`config.mk`:
```
export PLATFORM = sky130hd
export DESIGN_NAME = literal_token_type_classifier_top
export DESIGN_NICKNAME = d
export VERILOG_FILES = /design/src/hdl/ltc_pkg.sv /design/src/hdl/ltc_cfg_regs.sv /design/src/hdl/ltc_in_stage.sv /design/src/hdl/ltc_core.sv /design/src/hdl/ltc_out_stage.sv /design/src/hdl/literal_token_type_classifier_top.sv
export SDC_FILE = /design/constraint.sdc
export NUM_CORES = 1
export LEC_CHECK = 0
export BUFFER_PORTS_ARGS = -buffer_cell sky130_fd_sc_hd__clkbuf_2
export CAP_MARGIN = 20
export CORE_UTILIZATION = 23
export CTS_CLUSTER_DIAMETER = 100
export DETAILED_ROUTE_END_ITERATION = 12
export PLACE_DENSITY = 0.52
export SYNTH_ARGS = -nofsm -noshare
export SYNTH_HDL_FRONTEND = slang
export SYNTH_SLANG_ARGS = --single-unit
```
`constraint.sdc`:
```
create_clock -name clk -period 6.5 [get_ports clk]
set_input_delay 0.325 -clock clk [delete_from_list [all_inputs] [get_ports clk]]
set_output_delay 0.325 -clock clk [all_outputs]
set_load 0.03 [all_outputs]
```
`src/hdl/ltc_pkg.sv`:
```
// Shared types, character codes, type codes and scan helpers for the
// literal token type classifier. No dependencies.
`timescale 1ns / 1ps

package ltc_pkg;

    typedef logic [7:0] byte_t;
    typedef logic [3:0] code_t;

    // scan phases of the token state machine
    typedef enum logic [2:0] {
        PH_START  = 3'd0,
        PH_INT    = 3'd1,
        PH_FRAC   = 3'd2,
        PH_QUOTE  = 3'd3,
        PH_ESC    = 3'd4,
        PH_AFTERQ = 3'd5,
        PH_TAG    = 3'd6,
        PH_DONE   = 3'd7
    } phase_t;

    // result type codes
    localparam code_t TC_INVALID = 4'd0;
    localparam code_t TC_I8      = 4'd1;
    localparam code_t TC_U8      = 4'd2;
    localparam code_t TC_I16     = 4'd3;
    localparam code_t TC_U16     = 4'd4;
    localparam code_t TC_I32     = 4'd5;
    localparam code_t TC_U32     = 4'd6;
    localparam code_t TC_I64     = 4'd7;
    localparam code_t TC_U64     = 4'd8;
    localparam code_t TC_OBJID   = 4'd9;
    localparam code_t TC_FLOAT   = 4'd10;
    localparam code_t TC_DOUBLE  = 4'd11;
    localparam code_t TC_STRING  = 4'd12;
    localparam code_t TC_ZSTRING = 4'd13;
    localparam code_t TC_BINARY  = 4'd14;

    // configuration register indexes
    localparam logic [1:0] REG_TAG_OFFSET = 2'd0;
    localparam logic [1:0] REG_OBJECT_TAG = 2'd1;
    localparam logic [1:0] REG_BINARY_TAG = 2'd2;

    // register reset values
    localparam byte_t TAG_OFFSET_RST = 8'd1;
    localparam byte_t OBJECT_TAG_RST = 8'd0;
    localparam byte_t BINARY_TAG_RST = 8'd0;

    // ascii codes
    localparam byte_t CH_NUL    = 8'h00;
    localparam byte_t CH_QUOTE  = 8'h22;
    localparam byte_t CH_DOT    = 8'h2E;
    localparam byte_t CH_BSLASH = 8'h5C;
    localparam byte_t CH_UP_B   = 8'h42;
    localparam byte_t CH_UP_H   = 8'h48;
    localparam byte_t CH_UP_I   = 8'h49;
    localparam byte_t CH_UP_L   = 8'h4C;
    localparam byte_t CH_UP_Q   = 8'h51;
    localparam byte_t CH_UP_S   = 8'h53;
    localparam byte_t CH_LO_B   = 8'h62;
    localparam byte_t CH_LO_D   = 8'h64;
    localparam byte_t CH_LO_F   = 8'h66;
    localparam byte_t CH_LO_H   = 8'h68;
    localparam byte_t CH_LO_I   = 8'h69;
    localparam byte_t CH_LO_L   = 8'h6C;
    localparam byte_t CH_LO_Q   = 8'h71;

    // configuration registers as seen by the scan logic
    typedef struct packed {
        byte_t tag_offset;
        byte_t object_tag;
        byte_t binary_tag;
    } cfg_t;

    // one input beat held in the input register
    typedef struct packed {
        byte_t data;
        logic  last;
    } beat_t;

    // scan state carried from byte to byte
    typedef struct packed {
        phase_t phase;
        code_t  code;
    } scan_t;

    function automatic logic is_digit(input byte_t b);
        return (b >= 8'h30) && (b <= 8'h39);
    endfunction

    function automatic logic is_alpha(input byte_t b);
        return ((b >= 8'h41) && (b <= 8'h5A)) || ((b >= 8'h61) && (b <= 8'h7A));
    endfunction

    function automatic logic is_punct(input byte_t b);
        return (b >= 8'h21) && (b <= 8'h7E) && !is_alpha(b) && !is_digit(b);
    endfunction

    // integer width suffix
    function automatic code_t int_suffix(input byte_t b);
        code_t c;
        case (b) inside
            CH_LO_B:          c = TC_I8;
            CH_UP_B:          c = TC_U8;
            CH_LO_H:          c = TC_I16;
            CH_UP_H:          c = TC_U16;
            CH_LO_I, CH_LO_L: c = TC_I32;
            CH_UP_I, CH_UP_L: c = TC_U32;
            CH_LO_Q:          c = TC_I64;
            CH_UP_Q:          c = TC_U64;
            default:          c = TC_STRING;
        endcase
        return c;
    endfunction

    // tag byte match, object id wins when both tags are equal
    function automatic code_t tag_code(input byte_t b, input cfg_t cfg);
        code_t c;
        if (b == cfg.object_tag)
            c = TC_OBJID;
        else if (b == cfg.binary_tag)
            c = TC_BINARY;
        else
            c = TC_INVALID;
        return c;
    endfunction

    // one step of the scan for one byte
    function automatic scan_t take_byte(input scan_t s, input byte_t b,
                                        input byte_t pos, input cfg_t cfg);
        scan_t n;
        n = s;
        unique case (s.phase)
            PH_START:
            begin
                if (is_digit(b))
                    n.phase = PH_INT;
                else if (b == CH_QUOTE)
                begin
                    n.code  = TC_STRING;
                    n.phase = PH_QUOTE;
                end
                else if (is_alpha(b) || is_punct(b) || (b == CH_NUL))
                begin
                    n.code  = TC_STRING;
                    n.phase = PH_DONE;
                end
                else if (cfg.tag_offset == 8'd0)
                begin
                    n.code  = tag_code(b, cfg);
                    n.phase = PH_DONE;
                end
                else
                    n.phase = PH_TAG;
            end
            PH_INT:
            begin
                if (is_digit(b))
                    n = s;
                else if (b == CH_NUL)
                begin
                    n.code  = TC_I32;
                    n.phase = PH_DONE;
                end
                else if (b == CH_DOT)
                    n.phase = PH_FRAC;
                else
                begin
                    n.code  = int_suffix(b);
                    n.phase = PH_DONE;
                end
            end
            PH_FRAC:
            begin
                if (!is_digit(b))
                begin
                    if ((b == CH_NUL) || (b == CH_LO_F))
                        n.code = TC_FLOAT;
                    else if (b == CH_LO_D)
                        n.code = TC_DOUBLE;
                    else
                        n.code = TC_STRING;
                    n.phase = PH_DONE;
                end
            end
            PH_QUOTE:
            begin
                if (b == CH_NUL)
                begin
                    n.code  = TC_STRING;
                    n.phase = PH_DONE;
                end
                else if (b == CH_QUOTE)
                    n.phase = PH_AFTERQ;
                else if (b == CH_BSLASH)
                    n.phase = PH_ESC;
            end
            PH_ESC:
            begin
                // terminator right after a backslash ends the string
                if (b == CH_NUL)
                begin
                    n.code  = TC_STRING;
                    n.phase = PH_DONE;
                end
                else
                    n.phase = PH_QUOTE;
            end
            PH_AFTERQ:
            begin
                n.code  = (b == CH_UP_S) ? TC_ZSTRING : TC_STRING;
                n.phase = PH_DONE;
            end
            PH_TAG:
            begin
                if (pos == cfg.tag_offset)
                begin
                    n.code  = tag_code(b, cfg);
                    n.phase = PH_DONE;
                end
            end
            default:
            begin
                n = s;
            end
        endcase
        return n;
    endfunction

endpackage

```
`src/hdl/ltc_cfg_regs.sv`:
```
// Configuration register file of the token classifier, APB-style access.
// Depends on ltc_pkg.
`timescale 1ns / 1ps

module ltc_cfg_regs (
    input  logic          clk,
    input  logic          rst_n,
    input  logic          psel,
    input  logic          penable,
    input  logic          pwrite,
    input  logic [3:0]    paddr,
    input  logic [31:0]   pwdata,
    output logic [31:0]   prdata,
    output ltc_pkg::cfg_t cfg
);
    import ltc_pkg::*;

    byte_t      tag_offset_reg;
    byte_t      object_tag_reg;
    byte_t      binary_tag_reg;
    logic       wr_en;
    logic [1:0] reg_idx;

    assign reg_idx = paddr[3:2];
    assign wr_en   = psel && penable && pwrite;

    // register writes, index three is ignored
    always_ff @(posedge clk or negedge rst_n)
    begin
        if (!rst_n)
        begin
            tag_offset_reg <= TAG_OFFSET_RST;
            object_tag_reg <= OBJECT_TAG_RST;
            binary_tag_reg <= BINARY_TAG_RST;
        end
        else if (wr_en)
        begin
            unique case (reg_idx)
                REG_TAG_OFFSET: tag_offset_reg <= pwdata[7:0];
                REG_OBJECT_TAG: object_tag_reg <= pwdata[7:0];
                REG_BINARY_TAG: binary_tag_reg <= pwdata[7:0];
                default:        ;
            endcase
        end
    end

    // read mux
    always_comb
    begin
        unique case (reg_idx)
            REG_TAG_OFFSET: prdata = {24'd0, tag_offset_reg};
            REG_OBJECT_TAG: prdata = {24'd0, object_tag_reg};
            REG_BINARY_TAG: prdata = {24'd0, binary_tag_reg};
            default:        prdata = 32'd0;
        endcase
    end

    assign cfg.tag_offset = tag_offset_reg;
    assign cfg.object_tag = object_tag_reg;
    assign cfg.binary_tag = binary_tag_reg;

endmodule

```
`src/hdl/ltc_in_stage.sv`:
```
// Input register of the token classifier: holds one accepted byte beat.
// Depends on ltc_pkg.
`timescale 1ns / 1ps

module ltc_in_stage (
    input  logic           clk,
    input  logic           rst_n,
    input  logic           s_tvalid,
    output logic           s_tready,
    input  logic [7:0]     s_tdata,
    input  logic           s_tlast,
    input  logic           advance,
    output logic           beat_valid,
    output ltc_pkg::beat_t beat
);
    import ltc_pkg::*;

    logic  vld_reg;
    logic  vld_next;
    beat_t beat_reg;
    logic  accept;

    // register is free when empty or when its beat moves on this cycle
    assign s_tready = !vld_reg || advance;
    assign accept   = s_tvalid && s_tready;

    always_comb
    begin
        if (accept)
            vld_next = 1'b1;
        else if (advance)
            vld_next = 1'b0;
        else
            vld_next = vld_reg;
    end

    always_ff @(posedge clk or negedge rst_n)
    begin
        if (!rst_n)
            vld_reg <= 1'b0;
        else
            vld_reg <= vld_next;
    end

    // payload
    always_ff @(posedge clk)
    begin
        if (accept)
        begin
            beat_reg.data <= s_tdata;
            beat_reg.last <= s_tlast;
        end
    end

    assign beat_valid = vld_reg;
    assign beat       = beat_reg;

endmodule

```
`src/hdl/ltc_core.sv`:
```
// Scan state machine of the token classifier: one byte per cycle, but a last
// byte waits for a free output register; result on the last byte. Depends on ltc_pkg.
`timescale 1ns / 1ps

module ltc_core (
    input  logic            clk,
    input  logic            rst_n,
    input  logic            beat_valid,
    input  ltc_pkg::beat_t  beat,
    input  ltc_pkg::cfg_t   cfg,
    input  logic            out_free,
    output logic            advance,
    output logic            res_valid,
    output ltc_pkg::code_t  res_code
);
    import ltc_pkg::*;

    phase_t phase_reg;
    phase_t phase_next;
    code_t  code_reg;
    code_t  code_next;
    byte_t  pos_reg;
    byte_t  pos_next;
    scan_t  cur;
    scan_t  step;
    scan_t  fin;

    // a last beat needs room in the output register, others never stall
    assign advance   = beat_valid && (!beat.last || out_free);
    assign res_valid = advance && beat.last;

    assign cur.phase = phase_reg;
    assign cur.code  = code_reg;

    // scan the byte, then close an undecided token as if a zero byte came
    always_comb
    begin
        step = take_byte(cur, beat.data, pos_reg, cfg);
        fin  = step;
        if (step.phase == PH_TAG)
        begin
            fin.code  = tag_code(CH_NUL, cfg);
            fin.phase = PH_DONE;
        end
        else if (step.phase != PH_DONE)
            fin = take_byte(step, CH_NUL, pos_reg, cfg);
    end

    assign res_code = fin.code;

    // next state, back to start of token after the last byte
    always_comb
    begin
        phase_next = phase_reg;
        code_next  = code_reg;
        pos_next   = pos_reg;
        if (advance)
        begin
            if (beat.last)
            begin
                phase_next = PH_START;
                code_next  = TC_INVALID;
                pos_next   = 8'd0;
            end
            else
            begin
                phase_next = step.phase;
                code_next  = step.code;
                pos_next   = (pos_reg == 8'hFF) ? pos_reg : pos_reg + 8'd1;
            end
        end
    end

    always_ff @(posedge clk or negedge rst_n)
    begin
        if (!rst_n)
        begin
            phase_reg <= PH_START;
            code_reg  <= TC_INVALID;
            pos_reg   <= 8'd0;
        end
        else
        begin
            phase_reg <= phase_next;
            code_reg  <= code_next;
            pos_reg   <= pos_next;
        end
    end

endmodule

```
`src/hdl/ltc_out_stage.sv`:
```
// Output register of the token classifier: holds one type code beat.
// Depends on ltc_pkg.
`timescale 1ns / 1ps

module ltc_out_stage (
    input  logic           clk,
    input  logic           rst_n,
    input  logic           res_valid,
    input  ltc_pkg::code_t res_code,
    output logic           out_free,
    output logic           m_tvalid,
    input  logic           m_tready,
    output logic [7:0]     m_tdata
);
    import ltc_pkg::*;

    logic  vld_reg;
    logic  vld_next;
    code_t code_reg;

    assign out_free = !vld_reg || m_tready;

    always_comb
    begin
        if (res_valid)
            vld_next = 1'b1;
        else if (m_tready)
            vld_next = 1'b0;
        else
            vld_next = vld_reg;
    end

    always_ff @(posedge clk or negedge rst_n)
    begin
        if (!rst_n)
            vld_reg <= 1'b0;
        else
            vld_reg <= vld_next;
    end

    // payload
    always_ff @(posedge clk)
    begin
        if (res_valid)
            code_reg <= res_code;
    end

    assign m_tvalid = vld_reg;
    assign m_tdata  = {4'd0, code_reg};

endmodule

```
`src/hdl/literal_token_type_classifier_top.sv`:
```
// Literal token type classifier: byte stream in, one type code per token out.
// Channels: slave stream of token bytes, master stream of type codes, and an
// APB-style port for three 8-bit registers (tag_offset at 0x0, object_tag at
// 0x4, binary_tag at 0x8). Writes land on the access cycle; pready is tied high.
// Each byte beat is held in the input register and scanned by the phase
// machine, and a token's last beat leaves its code in the output register:
// the code passes the input register, then the output register, to m_tvalid.
// Throughput is one byte per cycle unless a last byte waits (see below); the
// output register lets the next token's bytes stream in while a code waits.
// Bytes that are not last never wait on the receiver. A last byte waits in
// the input register while the output register is full and m_tready is low,
// and s_tready then drops until the code is taken.
// Reset clears the valid flags of both beat registers and the scan state, and sets
// the registers to their defaults (tag_offset 1, both tags 0). Depends on ltc_pkg and the ltc_ modules.
`timescale 1ns / 1ps

module literal_token_type_classifier_top (
    input  logic        clk,
    input  logic        rst_n,
    input  logic        s_tvalid,
    output logic        s_tready,
    input  logic [7:0]  s_tdata,    // [7:0] byte_in
    input  logic        s_tlast,    // token_end
    output logic        m_tvalid,
    input  logic        m_tready,
    output logic [7:0]  m_tdata,    // [3:0] type_code, [7:4] zero
    input  logic        psel,
    input  logic        penable,
    input  logic        pwrite,
    input  logic [3:0]  paddr,
    input  logic [31:0] pwdata,
    output logic [31:0] prdata,
    output logic        pready
);
    import ltc_pkg::*;

    cfg_t  cfg;
    beat_t beat;
    logic  beat_valid;
    logic  advance;
    logic  out_free;
    logic  res_valid;
    code_t res_code;

    assign pready = 1'b1;

    ltc_cfg_regs u_cfg (
        .clk     (clk),
        .rst_n   (rst_n),
        .psel    (psel),
        .penable (penable),
        .pwrite  (pwrite),
        .paddr   (paddr),
        .pwdata  (pwdata),
        .prdata  (prdata),
        .cfg     (cfg)
    );

    ltc_in_stage u_in (
        .clk        (clk),
        .rst_n      (rst_n),
        .s_tvalid   (s_tvalid),
        .s_tready   (s_tready),
        .s_tdata    (s_tdata),
        .s_tlast    (s_tlast),
        .advance    (advance),
        .beat_valid (beat_valid),
        .beat       (beat)
    );

    ltc_core u_core (
        .clk        (clk),
        .rst_n      (rst_n),
        .beat_valid (beat_valid),
        .beat       (beat),
        .cfg        (cfg),
        .out_free   (out_free),
        .advance    (advance),
        .res_valid  (res_valid),
        .res_code   (res_code)
    );

    ltc_out_stage u_out (
        .clk       (clk),
        .rst_n     (rst_n),
        .res_valid (res_valid),
        .res_code  (res_code),
        .out_free  (out_free),
        .m_tvalid  (m_tvalid),
        .m_tready  (m_tready),
        .m_tdata   (m_tdata)
    );

endmodule

```
==> results of run 1 <==
## power groups by stage
stage	Clock [mW]	Sequential [mW]	Combinational, mW
finish	0.279	0.500	0.344
global route	0.301	0.512	0.381
CTS	0.287	0.500	0.343
detailed placement	0	0.507	0.342
global placement	0	0.505	0.338
floorplan	0	0.467	0.295
## synth_stat cells (9+ instances only)
cell type	count	share of area (%)
nand3_1	9	1.2
a21oi_1	11	1.4
nor2_1	37	3.6
nor3_1	10	1.3
clkbuf_1	15	1.5
edfxtp_1	13	10
inv_1	9	0.87
xnor2_1	16	3.6
buf_4	30	5.8
nand2_1	36	3.5
xor2_1	14	3.2
dfrtp_1	40	26
nor4_1	9	1.5
nand4_1	11	1.8
o21ai_0	29	3.8
mux2_2	25	7.3
mux2i_1	10	2.6
## layout make-up
cell class	instances	area, um^2	share of cell area, %
inverter	9	33.78	0.7812
sequential	54	1418	32.78
tap	220	275.3	6.366
clock inverter	3	28.78	0.6655
clock buffer	5	125.1	2.894
multi-input combinational	341	2203	50.95
timing repair buffer	43	240.2	5.556
## metal layers
layer,GRT usage (%),up-vias
li1,-,1561
met1,14.60,1586
met2,21.46,132
met3,1.620,14
met4,5.039,0
met5,0,-
## repair_timing
item                                   in CTS  in global routing
hold buffers                                0                  1
resized for setup                           0                  0
endpoints found under the hold margin       0                  8
## worst max-delay path, cell delays in order (launching register included)
cell,delay (ns)
edfxtp_1,0.68
o21ai_0,0.45
nand4b_1,0.52
a21o_1,0.33
a2111oi_2,0.38
a221oi_2,0.12
and2_4,0.20
and4b_1,0.19
a211oi_2,0.22
## worst min-delay path by stage
stage                     cells past startpoint  startpoint                                   to
after floorplan                               0       rst_n  u_cfg.binary_tag_reg[0]$_DFFE_PN0P_
after global placement                        1     s_tlast               u_in.beat[0]$_DFFE_PP_
after detailed placement                      1  s_tdata[3]               u_in.beat[4]$_DFFE_PP_
after CTS                                     1  s_tdata[3]               u_in.beat[4]$_DFFE_PP_
after global routing                          1  s_tdata[4]               u_in.beat[5]$_DFFE_PP_
final                                         1  s_tdata[4]               u_in.beat[5]$_DFFE_PP_
## cells by family after synthesis
logic type                 synth area share (%)
xor gates and xnor gates                  6.789
muxes                                     9.861
and+or+nand+nor                           21.66
adders and majority gates                0.3233
other                                    0.1941
DFF                                       36.63
AOI/OAI and AO/OA                         15.49
buffers and inverters                     9.053
## per-stage QoR
stage	utilization (%)	std cells	setup slack [ns]	cell area (um^2)
3_5_place_dp	25.05	665	3.254	4140
2_1_floorplan	-	456	3.751	3971
5_1_grt	26.17	675	2.978	4324
6_report	26.17	675	3.229	4324
4_1_cts	25.99	673	3.232	4294
3_3_place_gp	24.96	663	3.343	4125
==> results.py, run 1 <==
metrics = {
    "setup_path": {
        "worst_setup_path_start_kind": "flop",
        "endpoint": "u_out.code_reg[3]$_DFFE_PP_",
        "required_ns": 6.63,
        "critPathCaptureType": "flop",
        "worstPathArrival_ns": 3.40,
        "reg2reg_slack_ns": 3.23,
        "critical_path_class": "reg2reg",
        "reg2reg_depth": 8,
        "worstReg2RegEnd": "u_out.code_reg[3]$_DFFE_PP_",
        "timing.rr.start": "u_in.beat[3]$_DFFE_PP_",
        "startpoint": "u_in.beat[3]$_DFFE_PP_",
        "crit_path_max_fanout": 18,
    },
    "cells_and_area": {
        "nFillCells": 1785,
        "largest_register_ffs": 9,
        "layout_commonest_cell": "dfrtp_1",
        "nNetsFinal": 507,
        "layout-drive-gt1-share_pct": 18.68,
        "areaGrowthSynthToFinish_pct": 11.74,
        "n_antenna_cell": 0,
        "final_cell_mix": "dfrtp_1 (40), clkbuf_2 (39), nor2_1 (37)",
    },
    "timing": {
        "finalHoldViolCount": 0,
        "clock.fmax_mhz": 305.7,
        "holdWs_ns": 0.1986,
        "slew_headroom_pct": 38.28,
        "rsz0062_at_grt": "no",
        "fin_worst_skew_ns": 0.008440,
        "final_max_slew_viol_count": 0,
        "min_period_over_period_pct": 50.33,
        "finalSetupViolCount": 0,
        "post-route-min-period_ns": 3.271,
        "worstMarginPinSlew_ns": 0.9223,
        "fin_setup_tns_ns": 0,
    },
    "power": {
        "ir_drop_mv": 0.1272,
        "switchingPower_mw": 0.4217,
        "sw_frac_of_total_pct": 37.56,
        "intPower_mw": 0.7011,
        "powerDensity_nw_per_um2": 259.7,
        "power.total_mw": 1.123,
        "pwr-share-comb_pct": 30.7,
        "seqPwrFrac_pct": 44.5,
        "p_leak_nw": 1.744,
        "pwr-share-clk_pct": 24.8,
    },
    "clock_network": {
        "cts_buffer_depth": 2,
        "postCtsSetupBuffers": 0,
        "clk_latency_ns": 0.30,
        "cts_tree": "yes",
        "numCtsBuffers": 5,
        "htree_levels": 2,
        "clkSinkCount": 54,
        "root_buffer": "clkbuf_16",
        "clk_pin_slew_ns": 0.07,
    },
    "drt": {
        "drt-wirelength-per-cell_um": 15.01,
        "route.met3.wl_um": 445,
        "drt-pass1-iter-count": 4,
        "drtAntennaViolNets": 0,
        "vias": 3293,
        "finalWirelength_um": 10140,
        "viasPerCell": 4.879,
        "drt_iter0_markers": 220,
        "met1_length_um": 4244,
        "routed.top_layer": "met4",
        "met2RoutedLength_um": 5191,
        "drc": 0,
    },
    "floorplanning": {
        "fp-row-count": 47,
        "fp.dieArea_um2": 17350,
        "die_w_um": 131.7,
        "fp.dieH_um": 131.7,
        "num_io_pins": 95,
        "start_util_pct": 23.42,
        "core_area_um2": 16520,
    },
    "global_routing": {
        "grt_max_degree": 42,
        "grt.overflow.total": 0,
        "grt_pass1_vias": 3271,
        "antenna_found_initial": 0,
        "grt_first_pass_wirelength_um": 16870,
        "grt.total_usage_pct": 12.08,
    },
    "synth": {
        "synth.avg_cell_area_um2": 9.021,
        "syn_inst": 429,
        "synth-edff-count": 13,
        "synth_flop_cell": "dfrtp_1",
        "ys_types": 62,
        "netlist_area_um2": 3870,
        "ys.warnings.count": 0,
        "synth-seq-cells": 54,
        "ys_seq_area_share_pct": 36.63,
        "async_flop_share_pct": 75.93,
    },
    "placed_design": {
        "place_congestion": 0.8905,
        "io_buffers": 39,
        "hpwlAfterDp_um": 7708,
    },
    "run_status": {
        "outcome": "completed",
    },
    "job": {
        "drv_cap": 0,
    },
    "min_path": {
        "hold_path_class": "in2reg",
    },
}
Note: power is estimated with default switching activity, not from simulation.
==> inputs of run 2 (changes only) <==
- clock period: 6.5 -> 3.24 ns (I/O delays scaled with it)
==> run 2 against run 1 <==
Critical endpoint is now u_out.code_reg[0]$_DFFE_PP_. Global-route usage grew 0.29 points. Register-to-register slack lost 2.9 ns. Die area is the same. Power grew 100%. Worst hold slack lost 0.16 ns. Largest cell class unchanged. Routed wire length grew 1.4%. Clock skew grew 0.0027 ns.
==> results.py, run 2 (synthesis results as in run 1) <==
metrics = {
    "run_status": {
        "outcome": "completed",
    },
    "timing": {
        "worstMarginPinSlew_ns": 0.6193,
        "finalHoldViolCount": 0,
        "fin_setup_tns_ns": 0,
        "post-route-min-period_ns": 2.957,
        "finalSetupViolCount": 0,
        "final_max_slew_viol_count": 0,
        "postLayoutSetupSlackWorst_ns": 0.2833,
        "clock.fmax_mhz": 338.2,
        "fin_worst_skew_ns": 0.01112,
        "min_period_over_period_pct": 91.25,
        "rsz0062_at_grt": "no",
        "slew_headroom_pct": 58.71,
    },
    "floorplanning": {
        "core_area_um2": 16520,
        "fp.dieH_um": 131.7,
        "fp-row-count": 47,
        "fp.dieArea_um2": 17350,
        "start_util_pct": 23.42,
        "die_w_um": 131.7,
        "num_io_pins": 95,
    },
    "placed_design": {
        "io_buffers": 39,
        "hpwlAfterDp_um": 7910,
        "place_congestion": 0.8900,
        "pre_cts_ws_ns": 0.3339,
    },
    "setup_path": {
        "critPathCaptureType": "flop",
        "cp_top_family": "simple AND/OR/NAND/NOR gates",
        "worstPathCellList": "buf_4 > nor2_1 > nand4_1 > o211ai_1 > a21o_1 > o211ai_1 > nor4b_1 > a21oi_1 > o311a_1",
        "timing.rr.start": "u_in.beat[7]$_DFFE_PP_",
        "cp_slowest_cell": "edfxtp_1",
        "crit_path_max_fanout": 10,
        "worst_setup_path_start_kind": "flop",
        "crit_top_cell": "o211ai_1",
        "critical_path_class": "reg2reg",
        "worstPathArrival_ns": 3.00,
        "required_ns": 3.28,
        "slowest_delay_ns": 0.53,
        "startpoint": "u_in.beat[7]$_DFFE_PP_",
        "path_buf_inv": 1,
    },
    "clock_network": {
        "numCtsBuffers": 5,
        "clkSinkCount": 54,
        "clk_pin_slew_ns": 0.07,
        "clk_latency_ns": 0.30,
        "cts_tree": "yes",
        "cts_buffer_depth": 2,
        "htree_levels": 2,
        "cts_resized": 0,
        "root_buffer": "clkbuf_16",
    },
    "drt": {
        "drt-wirelength-per-cell_um": 14.77,
        "vias": 3363,
        "drt_iter0_markers": 222,
        "finalWirelength_um": 10280,
        "drtAntennaViolNets": 0,
        "viasPerCell": 4.832,
        "drc": 0,
        "drt-pass1-iter-count": 4,
    },
    "cells_and_area": {
        "layout-drive-gt1-share_pct": 22.27,
        "areaGrowthSynthToFinish_pct": 15.81,
        "layout_commonest_cell": "dfrtp_1",
        "nNetsFinal": 528,
        "largest_register_ffs": 9,
        "final_cell_mix": "dfrtp_1 (40), clkbuf_2 (39), nor2_1 (37)",
        "n_antenna_cell": 0,
    },
    "global_routing": {
        "grt.total_usage_pct": 12.38,
        "grt_max_degree": 42,
        "grt_pass1_vias": 3371,
        "grt_first_pass_wirelength_um": 17380,
        "grt.overflow.total": 0,
        "antenna_found_initial": 0,
    },
    "min_path": {
        "hold_path_class": "in2reg",
        "hp-start": "s_tdata[0]",
    },
    "job": {
        "drv_cap": 0,
    },
    "power": {
        "pwr-share-clk_pct": 24.6,
        "pwr-share-comb_pct": 32.8,
        "sw_frac_of_total_pct": 37.43,
        "powerDensity_nw_per_um2": 510.2,
        "switchingPower_mw": 0.8559,
        "p_leak_nw": 1.849,
        "intPower_mw": 1.431,
        "ir_drop_mv": 0.2659,
        "seqPwrFrac_pct": 42.5,
    },
}
[run 2: cell types whose count changed in the layout (fill, tap and decap cells not counted)]
cell | previous run | this run
buf_4 | 2 | 23
[run 2: final timing paths]
path / slack [ns] / depth (start not counted) / endpoint
max: 0.28 / 9 / u_out.code_reg[0]$_DFFE_PP_
max reg2reg: 0.28 / 9 / u_out.code_reg[0]$_DFFE_PP_
min in group asynchronous: 0.29 / 2 / u_core.phase_reg[1]$_DFFE_PN0P_
max in group asynchronous: 2.43 / 3 / u_cfg.tag_offset_reg[0]$_DFFE_PN1P_
min reg2reg: 0.58 / 2 / u_out.m_tvalid$_DFFE_PN0P_
min: 0.03 / 1 / u_in.beat[1]$_DFFE_PP_
[run 2: layout make-up]
type	instances	area, um^2
fill	1780	12040
multi-input combinational	341	2203
sequential	54	1418
timing repair buffer	64	397.9
tap	220	275.3
clock buffer	5	125.1
inverter	9	33.78
clock inverter	3	28.78
[run 2: power by group through the flow]
stage	clock, mW	sequential, mW	combinational [mW]
2_1_floorplan	0	0.937	0.592
3_3_place_gp	0	0.984	0.737
3_5_place_dp	0	0.989	0.744
4_1_cts	0.580	0.975	0.748
5_1_grt	0.600	0.997	0.824
6_report	0.563	0.973	0.750
[run 2: repair_timing]
action | CTS | global route
hold buffers | 0 | 1
endpoints found under the hold margin | 0 | 8
setup buffers | 0 | 0
[run 2: through the flow]
stage | util [%] | area, um^2 | instances | power, mW | hold slack (ns)
2_1_floorplan | - | 3971 | 456 | 1.530 | -0.1336
3_3_place_gp | 26.01 | 4298 | 686 | 1.721 | 0.3429
3_5_place_dp | 26.01 | 4298 | 686 | 1.733 | 0.3411
4_1_cts | 26.94 | 4452 | 694 | 2.302 | 0.03105
5_1_grt | 27.12 | 4482 | 696 | 2.421 | 0.03280
6_report | 27.12 | 4482 | 696 | 2.287 | 0.03381
[run 2: layer usage]
| metal | vias up | global-route usage (%) | routed length [um] |
|---|---|---|---|
| li1 | 1612 | - | - |
| met1 | 1620 | 15.24 | 4519 |
| met2 | 116 | 21.66 | 5171 |
| met3 | 15 | 1.775 | 364 |
| met4 | 0 | 4.910 | 225 |
| met5 | - | 0 | 0 |
